--- src/rtl/rarenv_pkg.sv ---
`timescale 1ns / 1ps
// ----------------------------------------------------------------------------
// rarenv_pkg
// Shared types and constants of the rumble attack/release envelope block.
// ----------------------------------------------------------------------------
package rarenv_pkg;

	// Field widths fixed by the item format
	localparam int ELAPSED_W   = 16;
	localparam int POWER_W     = 8;
	localparam int FIELD_LEN_W = 12;
	localparam int PROD_W      = 24;
	localparam int STEP_CNT_W  = 3;

	localparam logic [STEP_CNT_W-1:0] LAST_STEP = 3'd7;

	// Request command codes
	localparam logic CMD_TICK  = 1'b0;
	localparam logic CMD_START = 1'b1;

	// Register word index of motor_enable
	localparam logic REG_IDX_MOTOR_ENABLE = 1'b0;

	// Controller to datapath commands
	typedef struct packed {
		logic start_load;
		logic tick_load;
		logic mul_step;
		logic div_load;
		logic div_step;
		logic out_load;
	} rarenv_cmd_t;

	// Datapath to controller status
	typedef struct packed {
		logic active;
	} rarenv_stat_t;

endpackage

--- src/rtl/rumble_attack_release_envelope.sv ---
`timescale 1ns / 1ps
// ----------------------------------------------------------------------------
// rumble_attack_release_envelope
// Attack/release envelope generator for a rumble motor, with a one-bit
// enable register on an APB-style port.
// ----------------------------------------------------------------------------
//  channel  | handshake              | payload
//  ---------+------------------------+----------------------------------------
//  in       | in_valid / in_ready    | cmd, power, attack_frames, release_frames
//  out      | out_valid / out_ready  | motor_on, strength
//  cfg      | psel/penable/pwrite    | paddr, pwdata, prdata (motor_enable)
//
// A start request gives no result. A tick inside the envelope runs 8
// shift-add multiply steps, one divider load and 8 restoring divide steps
// before the result load; a tick past the envelope goes straight to it. A
// new request is taken once the result is in the output register, which
// holds it while out_ready is low. Reset clears FSM, envelope and enable state.
// ----------------------------------------------------------------------------
module rumble_attack_release_envelope
	import rarenv_pkg::*;
#(
	parameter int DURATION_BITS = 12
) (
	input  logic                   clk,
	input  logic                   arst_n,
	input  logic                   in_valid,
	output logic                   in_ready,
	input  logic                   cmd,
	input  logic [POWER_W-1:0]     power,
	input  logic [FIELD_LEN_W-1:0] attack_frames,
	input  logic [FIELD_LEN_W-1:0] release_frames,
	output logic                   out_valid,
	input  logic                   out_ready,
	output logic                   motor_on,
	output logic [POWER_W-1:0]     strength,
	input  logic                   psel,
	input  logic                   penable,
	input  logic                   pwrite,
	input  logic [2:0]             paddr,
	input  logic [31:0]            pwdata,
	output logic [31:0]            prdata,
	output logic                   pready
);

	rarenv_cmd_t  ctl;
	rarenv_stat_t stat;
	logic         motor_enable_q;

	// Register port
	assign pready = 1'b1;
	assign prdata = (paddr[2] == REG_IDX_MOTOR_ENABLE) ? {31'b0, motor_enable_q} : '0;

	always_ff @(posedge clk or negedge arst_n) begin
		if (!arst_n) begin
			motor_enable_q <= 1'b0;
		end else if (psel && penable && pwrite && pready
				&& (paddr[2] == REG_IDX_MOTOR_ENABLE)) begin
			motor_enable_q <= pwdata[0];
		end
	end

	rarenv_ctrl u_ctrl (
		.clk       (clk),
		.arst_n    (arst_n),
		.in_valid  (in_valid),
		.in_ready  (in_ready),
		.cmd       (cmd),
		.out_valid (out_valid),
		.out_ready (out_ready),
		.stat      (stat),
		.ctl       (ctl)
	);

	rarenv_dp #(
		.DURATION_BITS (DURATION_BITS)
	) u_dp (
		.clk            (clk),
		.arst_n         (arst_n),
		.ctl            (ctl),
		.stat           (stat),
		.motor_enable   (motor_enable_q),
		.power          (power),
		.attack_frames  (attack_frames),
		.release_frames (release_frames),
		.motor_on       (motor_on),
		.strength       (strength)
	);

	// A tick keeps the block busy in the cycle after it is taken
	a_tick_busy: assert property (@(posedge clk) disable iff (!arst_n)
		(in_valid && in_ready && (cmd == CMD_TICK)) |=> !in_ready)
		else $error("tick request did not occupy the block");

	// A start request never produces a result
	a_start_silent: assert property (@(posedge clk) disable iff (!arst_n)
		(in_valid && in_ready && (cmd == CMD_START)) |=> !$rose(out_valid))
		else $error("start request produced a result");

	// Attack strength stays strictly below full scale
	a_attack_below_peak: assert property (@(posedge clk) disable iff (!arst_n)
		(out_valid && motor_on) |-> (strength != {POWER_W{1'b1}}))
		else $error("attack strength reached full scale");

endmodule

--- src/rtl/rarenv_ctrl.sv ---
`timescale 1ns / 1ps
// ----------------------------------------------------------------------------
// rarenv_ctrl
// Sequencer: accepts requests, steps the shared multiply and divide, and
// hands the result to the output register.
// ----------------------------------------------------------------------------
module rarenv_ctrl
	import rarenv_pkg::*;
(
	input  logic         clk,
	input  logic         arst_n,
	input  logic         in_valid,
	output logic         in_ready,
	input  logic         cmd,
	output logic         out_valid,
	input  logic         out_ready,
	input  rarenv_stat_t stat,
	output rarenv_cmd_t  ctl
);

	typedef enum logic [2:0] {
		ST_IDLE,
		ST_MUL,
		ST_DLOAD,
		ST_DIV,
		ST_DONE
	} state_t;

	state_t                state_q;
	logic [STEP_CNT_W-1:0] cnt_q;
	logic                  out_valid_q;
	logic                  accept;

	assign in_ready  = (state_q == ST_IDLE);
	assign accept    = in_valid && in_ready;
	assign out_valid = out_valid_q;

	// Decode commands from state
	always_comb begin
		ctl            = '0;
		ctl.start_load = accept && (cmd == CMD_START);
		ctl.tick_load  = accept && (cmd == CMD_TICK);
		ctl.mul_step   = (state_q == ST_MUL);
		ctl.div_load   = (state_q == ST_DLOAD);
		ctl.div_step   = (state_q == ST_DIV);
		ctl.out_load   = (state_q == ST_DONE) && (!out_valid_q || out_ready);
	end

	// Hold state, step counter and output valid
	always_ff @(posedge clk or negedge arst_n) begin
		if (!arst_n) begin
			state_q     <= ST_IDLE;
			cnt_q       <= '0;
			out_valid_q <= 1'b0;
		end else begin
			// Raise valid on a load, drop it once the result is taken
			if (ctl.out_load) begin
				out_valid_q <= 1'b1;
			end else if (out_valid_q && out_ready) begin
				out_valid_q <= 1'b0;
			end
			case (state_q)
				ST_IDLE: begin
					cnt_q <= '0;
					if (ctl.tick_load) begin
						state_q <= stat.active ? ST_MUL : ST_DONE;
					end
				end
				ST_MUL: begin
					cnt_q <= cnt_q + 1'b1;
					if (cnt_q == LAST_STEP) begin
						state_q <= ST_DLOAD;
					end
				end
				ST_DLOAD: begin
					cnt_q   <= '0;
					state_q <= ST_DIV;
				end
				ST_DIV: begin
					cnt_q <= cnt_q + 1'b1;
					if (cnt_q == LAST_STEP) begin
						state_q <= ST_DONE;
					end
				end
				ST_DONE: begin
					if (ctl.out_load) begin
						state_q <= ST_IDLE;
					end
				end
				default: begin
					state_q <= ST_IDLE;
				end
			endcase
		end
	end

endmodule

--- src/rtl/rarenv_dp.sv ---
`timescale 1ns / 1ps
// ----------------------------------------------------------------------------
// rarenv_dp
// Envelope state, phase decode, shift-add multiplier, restoring divider
// and the result register.
// ----------------------------------------------------------------------------
module rarenv_dp
	import rarenv_pkg::*;
#(
	parameter int DURATION_BITS = 12
) (
	input  logic                   clk,
	input  logic                   arst_n,
	input  rarenv_cmd_t            ctl,
	output rarenv_stat_t           stat,
	input  logic                   motor_enable,
	input  logic [POWER_W-1:0]     power,
	input  logic [FIELD_LEN_W-1:0] attack_frames,
	input  logic [FIELD_LEN_W-1:0] release_frames,
	output logic                   motor_on,
	output logic [POWER_W-1:0]     strength
);

	logic [ELAPSED_W-1:0]     elapsed_q;
	logic [POWER_W-1:0]       peak_q;
	logic [DURATION_BITS-1:0] attack_q;
	logic [DURATION_BITS-1:0] release_q;

	logic                     attack_flag_q;
	logic [PROD_W-1:0]        mcand_q;
	logic [POWER_W-1:0]       mplier_q;
	logic [PROD_W-1:0]        acc_q;
	logic [ELAPSED_W-1:0]     dvsr_q;
	logic [PROD_W-1:0]        dsh_q;
	logic [POWER_W-1:0]       quot_q;
	logic                     motor_on_q;
	logic [POWER_W-1:0]       strength_q;

	logic [ELAPSED_W-1:0]     a_in16;
	logic [ELAPSED_W-1:0]     r_in16;
	logic [ELAPSED_W-1:0]     a16;
	logic [ELAPSED_W-1:0]     r16;
	logic [ELAPSED_W:0]       t17;
	logic [ELAPSED_W:0]       sum17;
	logic [ELAPSED_W:0]       next17;
	logic                     in_attack;
	logic                     in_window;
	logic [ELAPSED_W-1:0]     left16;
	logic [ELAPSED_W-1:0]     operand;
	logic [ELAPSED_W-1:0]     divisor;
	logic [ELAPSED_W-1:0]     elapsed_nxt;

	// Widen new lengths so the mask to DURATION_BITS is a plain slice
	assign a_in16 = ELAPSED_W'(attack_frames);
	assign r_in16 = ELAPSED_W'(release_frames);

	// Decode phase from the elapsed value before the tick
	assign a16       = ELAPSED_W'(attack_q);
	assign r16       = ELAPSED_W'(release_q);
	assign t17       = {1'b0, elapsed_q};
	assign sum17     = {1'b0, a16} + {1'b0, r16};
	assign in_attack = (t17 < {1'b0, a16});
	assign in_window = (t17 < sum17);
	assign left16    = ELAPSED_W'(sum17 - t17);
	assign operand   = in_attack ? elapsed_q : left16;
	assign divisor   = in_attack ? a16 : r16;

	// Advance elapsed by two inside the envelope, by one after it, saturating
	assign next17      = t17 + (in_window ? 17'd2 : 17'd1);
	assign elapsed_nxt = next17[ELAPSED_W] ? {ELAPSED_W{1'b1}} : next17[ELAPSED_W-1:0];

	assign stat.active = in_window;

	// Hold envelope state
	always_ff @(posedge clk or negedge arst_n) begin
		if (!arst_n) begin
			elapsed_q <= '0;
			peak_q    <= '0;
			attack_q  <= '0;
			release_q <= '0;
		end else if (ctl.start_load) begin
			elapsed_q <= '0;
			peak_q    <= power;
			attack_q  <= a_in16[DURATION_BITS-1:0];
			release_q <= r_in16[DURATION_BITS-1:0];
		end else if (ctl.tick_load) begin
			elapsed_q <= elapsed_nxt;
		end
	end

	// Multiply power by the offset, then divide by the phase length
	always_ff @(posedge clk) begin
		if (ctl.tick_load) begin
			attack_flag_q <= in_attack;
			mcand_q       <= PROD_W'(operand);
			mplier_q      <= peak_q;
			acc_q         <= '0;
			dvsr_q        <= divisor;
			quot_q        <= '0;
		end
		if (ctl.mul_step) begin
			if (mplier_q[0]) begin
				acc_q <= acc_q + mcand_q;
			end
			mcand_q  <= {mcand_q[PROD_W-2:0], 1'b0};
			mplier_q <= {1'b0, mplier_q[POWER_W-1:1]};
		end
		if (ctl.div_load) begin
			dsh_q <= PROD_W'({dvsr_q, {(POWER_W-1){1'b0}}});
		end
		if (ctl.div_step) begin
			if (acc_q >= dsh_q) begin
				acc_q  <= acc_q - dsh_q;
				quot_q <= {quot_q[POWER_W-2:0], 1'b1};
			end else begin
				quot_q <= {quot_q[POWER_W-2:0], 1'b0};
			end
			dsh_q <= {1'b0, dsh_q[PROD_W-1:1]};
		end
	end

	// Load the result register, gated by the enable
	always_ff @(posedge clk) begin
		if (ctl.out_load) begin
			motor_on_q <= motor_enable && attack_flag_q;
			strength_q <= motor_enable ? quot_q : '0;
		end
	end

	assign motor_on = motor_on_q;
	assign strength = strength_q;

endmodule
--- config.mk ---
export PLATFORM = sky130hd
export DESIGN_NAME = rumble_attack_release_envelope
export DESIGN_NICKNAME = d
export VERILOG_FILES = /design/src/rtl/rarenv_pkg.sv /design/src/rtl/rumble_attack_release_envelope.sv /design/src/rtl/rarenv_ctrl.sv /design/src/rtl/rarenv_dp.sv
export SDC_FILE = /design/constraint.sdc
export NUM_CORES = 1
export LEC_CHECK = 0
export BUFFER_PORTS_ARGS = -buffer_cell sky130_fd_sc_hd__buf_2
export CORE_UTILIZATION = 60
export CTS_CLUSTER_SIZE = 40
export DETAILED_ROUTE_END_ITERATION = 8
export GPL_ROUTABILITY_DRIVEN = 0
export PLACE_DENSITY = 0.79
export SYNTH_ARGS = -nofsm -noshare
export SYNTH_HDL_FRONTEND = slang
export SYNTH_SLANG_ARGS = --single-unit
--- constraint.sdc ---
create_clock -name clk -period 7.3 [get_ports clk]
set_input_delay 1.46 -clock clk [delete_from_list [all_inputs] [get_ports clk]]
set_output_delay 1.46 -clock clk [all_outputs]
set_load 0.03 [all_outputs]
==> results.md, run 1 <==
* Status: finished clean
* Drt first pass iters at 7
* Avg Cell Area, Syn at ~9.6 sq um
* Type of the most critical hold path: reg -> reg
* CTS Sinks at 161
* Die Y at between 100 and 150 microns
* CTS clk-pin slew, worst paths at roughly 70 ps
* Most common cell in the netlist: ha_1
* Antenna-violating nets left at 0
* PostCTS Resize Cnt at 0
* Slew @ Worst Pin at around 1100 ps
* Synthesized area at around 0.011 sq mm
* Vias per inst at 5.93
* Vias in the first global route at ~7800
* Largest cells by area after synthesis: edfxtp_1 (22%), dfrtp_1 (13%), ha_1 (11%)
* Net count, final at 1327
* Arrival @ worst endpoint at 6550 ps
* Critical Path Start Type: flip-flop
* Setup bufs post-CTS at 0
* CTS Buf Count at 17
* Layout cell share with drive strength beyond 1 at 0.142
* Fmax at approximately 160 MHz
* FF+latch count, synth at 161
* # diodes at 0
* Input/output buffers at between 50 and 60
* CTS tree: done
* Post-synth top area share at 0.221
* Non-filler cells, final at 1390
* Slew margin rel. at 0.282
* Crit Path Max Fanout at 7
* Die width at between 100 and 150 microns
* Initial DRC count at around 600
* Post-synth EDFFs at 79
* Layout area overhead at 8.63%
* Num ports at 119
* Crit. End Element: flip-flop
* Post-synthesis sequential area ratio at 0.401
* Ys async rst share at 0.348
* Core ar. at around 0.017 sq mm
* Largest net degree at the start of global routing at 57
* WL final at 23200 microns
* Setup-failing EPs final at 0
* Cells after synthesis at 1111
* DP Cell Count at about 1400
* Buf+Inv Stages, Crit Path at 3
* GR Util All Layers at 0.267
* CTS root buffer: clkbuf_16
* Die ar. at roughly 0.018 sq mm
* Post-DP HPWL at between 15000 and 20000 microns
* Hold Fails Final Rpt at 0
* Overflow after GRT at 0
* Worst EP required at between 7000 and 8000 ps
* Avg WL per Cell at roughly 17 microns
* CTS H-tree lvls at 4
* Final setup skew at around 15 ps
* Rows at 48
* Initial core utilization at 0.617
* CTS Hold Bufs at 0
* First-pass GRT wire length at about 38000 microns
* Crit path top cell by count: a21oi_1
* Drt drc at 0
* CTS Buffer Depth at 2
* Setup TNS at 0 ps
* Slowest-stage cell, CP: fa_1
* Most used DFF post-synth: edfxtp_1
* Most frequent cells after synthesis: ha_1 (95), nand2_1 (88), nor2_1 (83)
* Critical path class: reg -> reg
* Slew Limit Fails at 0
* YS warnings at 0
* CP top delay family: compound AO/OA/AOI/OAI gates
* Distinct cells, synth at 79
* Part of the cycle the worst path needs at 0.848
* Tmin final at approximately 6200 ps
* Initial antenna violation count at 0
* Most area-hungry cell type in the Yosys netlist: edfxtp_1
* Total number of vias at just over 8000
* Worst-Skew Late Latency at about 440 ps
* RSZ-0062 raised after global routing: no
* Max-cap violations at 0
* CP max stage delay at between 400 and 500 ps
## per-layer routing
metal | GRT usage | share of wire | up-vias
li1 | - | - | 4012
met1 | 0.355 | 0.45 | 3945
met2 | 0.438 | 0.47 | 248
met3 | 0.0430 | 0.049 | 43
met4 | 0.0949 | 0.023 | 0
met5 | 0 | 0 | -
## final cells by class
cell class | count | area, sq um
clock buffers | 17 | 425
clock inverters | 15 | 188
fillers | 1321 | 5720
inverters | 81 | 307
multi-input cells | 831 | 5830
flip-flops and latches | 161 | 4290
well taps | 225 | 282
repair buffers | 60 | 318
## cells in the final DEF, fill, tap and decap left out, types with 23 or more instances in the layout
cell type,synthesis,layout
o21ai_0,60,60
a21oi_1,72,72
inv_1,79,79
dfxtp_1,26,26
nor2_1,83,83
xor2_1,24,24
ha_1,95,95
mux2_2,47,47
nand3_1,27,27
buf_2,3,53
dfrtp_1,56,56
edfxtp_1,79,79
xnor2_1,30,30
nor3_1,23,23
conb_1,2,32
nand2_1,88,88
## metrics by stage
stage | hold WS, ps | utilization | setup slack [ps] | instance area (sq um)
CTS | 477 | 0.671 | 1170 | 11600
global route | 482 | 0.671 | 646 | 11600
global placement | 443 | 0.635 | 1350 | 11000
detailed placement | 453 | 0.635 | 1230 | 11000
floorplan | 427 | - | 2060 | 10800
finish | 475 | 0.671 | 1110 | 11600
## kinds of logic (layout without fill, tap and decap cells)
kind of cell	count (synthesis)	in the layout	share of synthesized area
AND/OR/NAND/NOR	317	317	0.142
AO/OA/AOI/OAI	270	270	0.166
flip-flops	161	161	0.401
buffers and inverters	149	173	0.0662
adder cells (fa/ha/maj)	100	100	0.120
multiplexers	58	58	0.0598
XOR/XNOR	54	54	0.0441
other	2	32	0.000701
## state kept, by name, indices dropped and copies added (netlist names)
signal and flops:
u_dp.quot_q 8, u_dp.acc_q 24, u_dp.release_q 12, u_ctrl.out_valid 1, u_ctrl.cnt_q 3, u_dp.peak_q 8
u_dp.motor_on 1, u_dp.elapsed_q 16, u_dp.mplier_q 8, u_dp.strength 8, u_ctrl.state_q 3, u_dp.attack_flag_q 1
u_dp.dvsr_q 12, u_dp.attack_q 12, u_dp.dsh_q 19, u_dp.mcand_q 24, motor_enable_q 1
## worst paths after layout
path,start,to,slack (ps),depth (start not counted)
setup / recovery,u_dp.release_q[0],u_dp.elapsed_q[10],1110,29
min in group asynchronous,arst_n,u_dp.release_q[2],1160,2
setup reg to reg,u_dp.release_q[0],u_dp.elapsed_q[10],1110,29
max in group asynchronous,arst_n,u_ctrl.out_valid,5640,2
hold / removal,u_dp.mplier_q[7],u_dp.mplier_q[7],470,2
hold reg to reg,u_dp.mplier_q[7],u_dp.mplier_q[7],470,2
## tightest hold or removal path: cells and delay by family, from the launching register on
family / cells / cell delay [ps]
DFF: 1 / 320
and+or+nand+nor: 2 / 110
Power of run 1 is left out: the tool's default activity adds up to more than one toggle a clock period on the data nets, which glitch-free logic cannot reach.
==> run 2: changes to the inputs <==
--- a/config.mk
+++ b/config.mk
@@ -5,12 +5,13 @@
 export SDC_FILE = /design/constraint.sdc
 export NUM_CORES = 1
 export LEC_CHECK = 0
+export ABC_AREA = 1
 export BUFFER_PORTS_ARGS = -buffer_cell sky130_fd_sc_hd__buf_2
-export CORE_UTILIZATION = 60
+export CORE_UTILIZATION = 61
 export CTS_CLUSTER_SIZE = 40
 export DETAILED_ROUTE_END_ITERATION = 8
 export GPL_ROUTABILITY_DRIVEN = 0
-export PLACE_DENSITY = 0.79
+export PLACE_DENSITY = 0.8
 export SYNTH_ARGS = -nofsm -noshare
 export SYNTH_HDL_FRONTEND = slang
 export SYNTH_SLANG_ARGS = --single-unit
==> constraint.sdc (replaced) <==
create_clock -name clk -period 5.8 [get_ports clk]
set_input_delay 1.16 -clock clk [delete_from_list [all_inputs] [get_ports clk]]
set_output_delay 1.16 -clock clk [all_outputs]
set_load 0.03 [all_outputs]
==> run 2 against run 1 <==
  * The flow now finishes with violations (design-rule violations)
  * Area after synthesis grew 12%
  * Design area grew 11%
  * Die area grew 9.8%
  * Wire length grew 27%
  * Critical path type unchanged
==> results.md, run 2 <==
* Multiplexer share of the synthesized area at 0.0113
* Max-cap violations at 0
* Most common cell in the netlist: nand2_1
* Avg WL per Cell at about 15 microns
* Num ports at 119
* Post-synthesis sequential area ratio at 0.358
* Die Y at 142 microns
* Arrival @ worst endpoint at about 5700 ps
* Largest family of logic cells by synthesized area: simple AND/OR/NAND/NOR gates
* Hold Fails Final Rpt at 0
* Worst hold path endpoint: u_dp.mplier_q[7]
* Worst EP required at between 6000 and 7000 ps
* RSZ-0062 raised after global routing: no
* CTS tree: done
* Post-synth top area share at 0.198
* Wl on met1 at ~13000 microns
* Hold Slack at approximately 490 ps
* Die width at about 140 microns
* Non-filler cells, final at 1925
* DR WL met2 at about 14000 microns
* Largest net degree at the start of global routing at 57
* Crit. End Element: flip-flop
* CP Cell Sequence: ha_1 -> fa_1 -> nand3_1 -> o2111ai_1 -> a31oi_1 -> inv_1 -> ha_1 -> nand2_1 -> nor3_1 -> nand3_1 -> nand3_1 -> ha_1 -> inv_1 -> fa_1 -> nor2_1 -> nand4_1 -> nor3_1 -> nand3_1 -> inv_1 -> o21ai_0 -> o21ai_0
* Post-synth EDFFs at a little under 80
* Antenna-violating nets left at 0
* Crit Reg-Reg Startpoint: u_dp.release_q[0]
* Distinct cells, synth at 53
* Critical path class: reg -> reg
* Fmax at between 150 and 200 MHz
* Layout cell share with drive strength beyond 1 at 0.0889
* Critical Path Start Type: flip-flop
* Slew margin rel. at 0.279
* Crit path top cell by count: nand3_1
* Initial core utilization at 0.632
* Avg Cell Area, Syn at roughly 7.4 sq um
* Status: finished with violations
* Cells after synthesis at about 1600
* WHS Path Cells at 2
* Violated checks: design-rule violations
* Most frequent cells after synthesis: nand2_1 (385), inv_1 (215), nor2_1 (145)
* Net count, final at 1827
* Setup TNS at 0 ps
* CTS Buf Count at 17
* GR Util All Layers at 0.306
* Drt first pass iters at 8
* Layout area overhead at 7.99%
* Most common cell after layout, fill and taps aside: nand2_1
* Top Layer Used: met4
* Final setup skew at between 10 and 15 ps
* WL final at ~29000 microns
* Tmin final at roughly 5400 ps
* Slew Limit Fails at 0
* Type of the most critical hold path: reg -> reg
* RR Endpoint: u_dp.elapsed_q[0]
* Slew @ Worst Pin at between 1000 and 1500 ps
* Xor and xnor area share after synthesis at 0.0358
* Total number of vias at roughly 11000
* Overflow after GRT at 0
* R2R setup slack at 420 ps
* # diodes at 0
* CTS H-tree lvls at 4
* YS warnings at 0
* Most used DFF post-synth: edfxtp_1
* CTS Buffer Depth at 2
* Adder-Cell Fraction of Synth Area at 0.108
* Vias per inst at about 5.5
* CP max stage delay at between 400 and 500 ps
* Setup bufs post-CTS at 0
* Worst-Skew Late Latency at ~430 ps
* Crit Path Max Fanout at 10
* Die ar. at approximately 0.020 sq mm
* Slowest-stage cell, CP: fa_1
* Post-DP HPWL at between 20000 and 25000 microns
* Initial antenna violation count at 0
* PostCTS Resize Cnt at 0
* Rows at 50
* Initial DRC count at approximately 1000
* Vias in the first global route at around 10000
* Setup-failing EPs final at 0
* Biggest registers after layout: u_dp.acc_q x24, u_dp.mcand_q x24, u_dp.dsh_q x19
* CTS root buffer: clkbuf_16
* Part of the cycle the worst path needs at 0.928
* Metal3 WL at around 2100 microns
* Most frequent cells in the layout: nand2_1 (385), inv_1 (215), nor2_1 (145)
* Input/output buffers at 53
* Ys async rst share at 0.348
* Reg2reg path depth at 21
* CTS clk-pin slew, worst paths at 70 ps
* First-pass GRT wire length at roughly 48000 microns
* Min-delay src: u_dp.mplier_q[7]
* Core ar. at roughly 0.019 sq mm
* Largest cells by area after synthesis: edfxtp_1 (20%), nand2_1 (12%), dfrtp_1 (12%)
* Compound-Gate Fraction of Synth Area at 0.131
* Synthesized area at about 0.012 sq mm
* CTS Sinks at about 160
* CTS Hold Bufs at 0
* Most area-hungry cell type in the Yosys netlist: edfxtp_1
* Simple-gate share of the synthesized area at 0.251
* FF+latch count, synth at 161
* Drt drc at 2
* DP Cell Count at around 1900
run 2: changes by cell type after synthesis, moves of 18 or more:
cell	change
a21o_1	-18
inv_1	+136
and3_1	-20
nand2_1	+297
nand3_1	+64
nor2_1	+62
mux2_2	-35
a21oi_1	+29
o21ai_0	+70
run 2: cells by family after synthesis:
family | count (synthesis)
adder cells (fa/ha/maj) | 100
other | 2
buffers and inverters | 290
AO/OA/AOI/OAI | 289
multiplexers | 12
flip-flops | 161
XOR/XNOR | 49
AND/OR/NAND/NOR | 706
run 2: layer usage:
layer | up-vias | GRT usage
met4 | 0 | 0.108
li1 | 5322 | -
met5 | - | 0
met1 | 4864 | 0.401
met2 | 402 | 0.516
met3 | 56 | 0.0451
run 2: per-stage QoR:
step | util | setup slack (ps) | cell area (sq um)
global route | 0.683 | 1.56 | 12900
detailed placement | 0.651 | 569 | 12300
floorplan | - | 1570 | 12100
CTS | 0.683 | 540 | 12900
finish | 0.683 | 420 | 12900
global placement | 0.651 | 678 | 12300
run 2: layout make-up:
class                   instances  area (sq um)
multi-input cells            1188          6560
fillers                      1594          6020
flip-flops and latches        161          4290
inverters                     225           845
clock buffers                  17           425
well taps                     260           325
repair buffers                 59           310
clock inverters                15           181
run 2: worst max path at each step:
stage / from / to
2_1_floorplan: u_dp.release_q[3] / u_dp.elapsed_q[5]
3_3_place_gp: u_dp.release_q[2] / u_dp.elapsed_q[8]
3_5_place_dp: u_dp.release_q[2] / u_dp.elapsed_q[0]
4_1_cts: u_dp.release_q[3] / u_dp.elapsed_q[0]
5_1_grt: u_dp.release_q[2] / u_dp.elapsed_q[0]
6_report: u_dp.release_q[0] / u_dp.elapsed_q[0]
run 2: critical path, delay by kind of cell (launching register included):
kind | cells | cell delay, ps
adders and majority gates | 5 | 1750
buffers and inverters | 3 | 410
DFF | 1 | 410
and+or+nand+nor | 9 | 1920
AOI/OAI and AO/OA | 4 | 800
Power of run 2 is left out for the same reason.
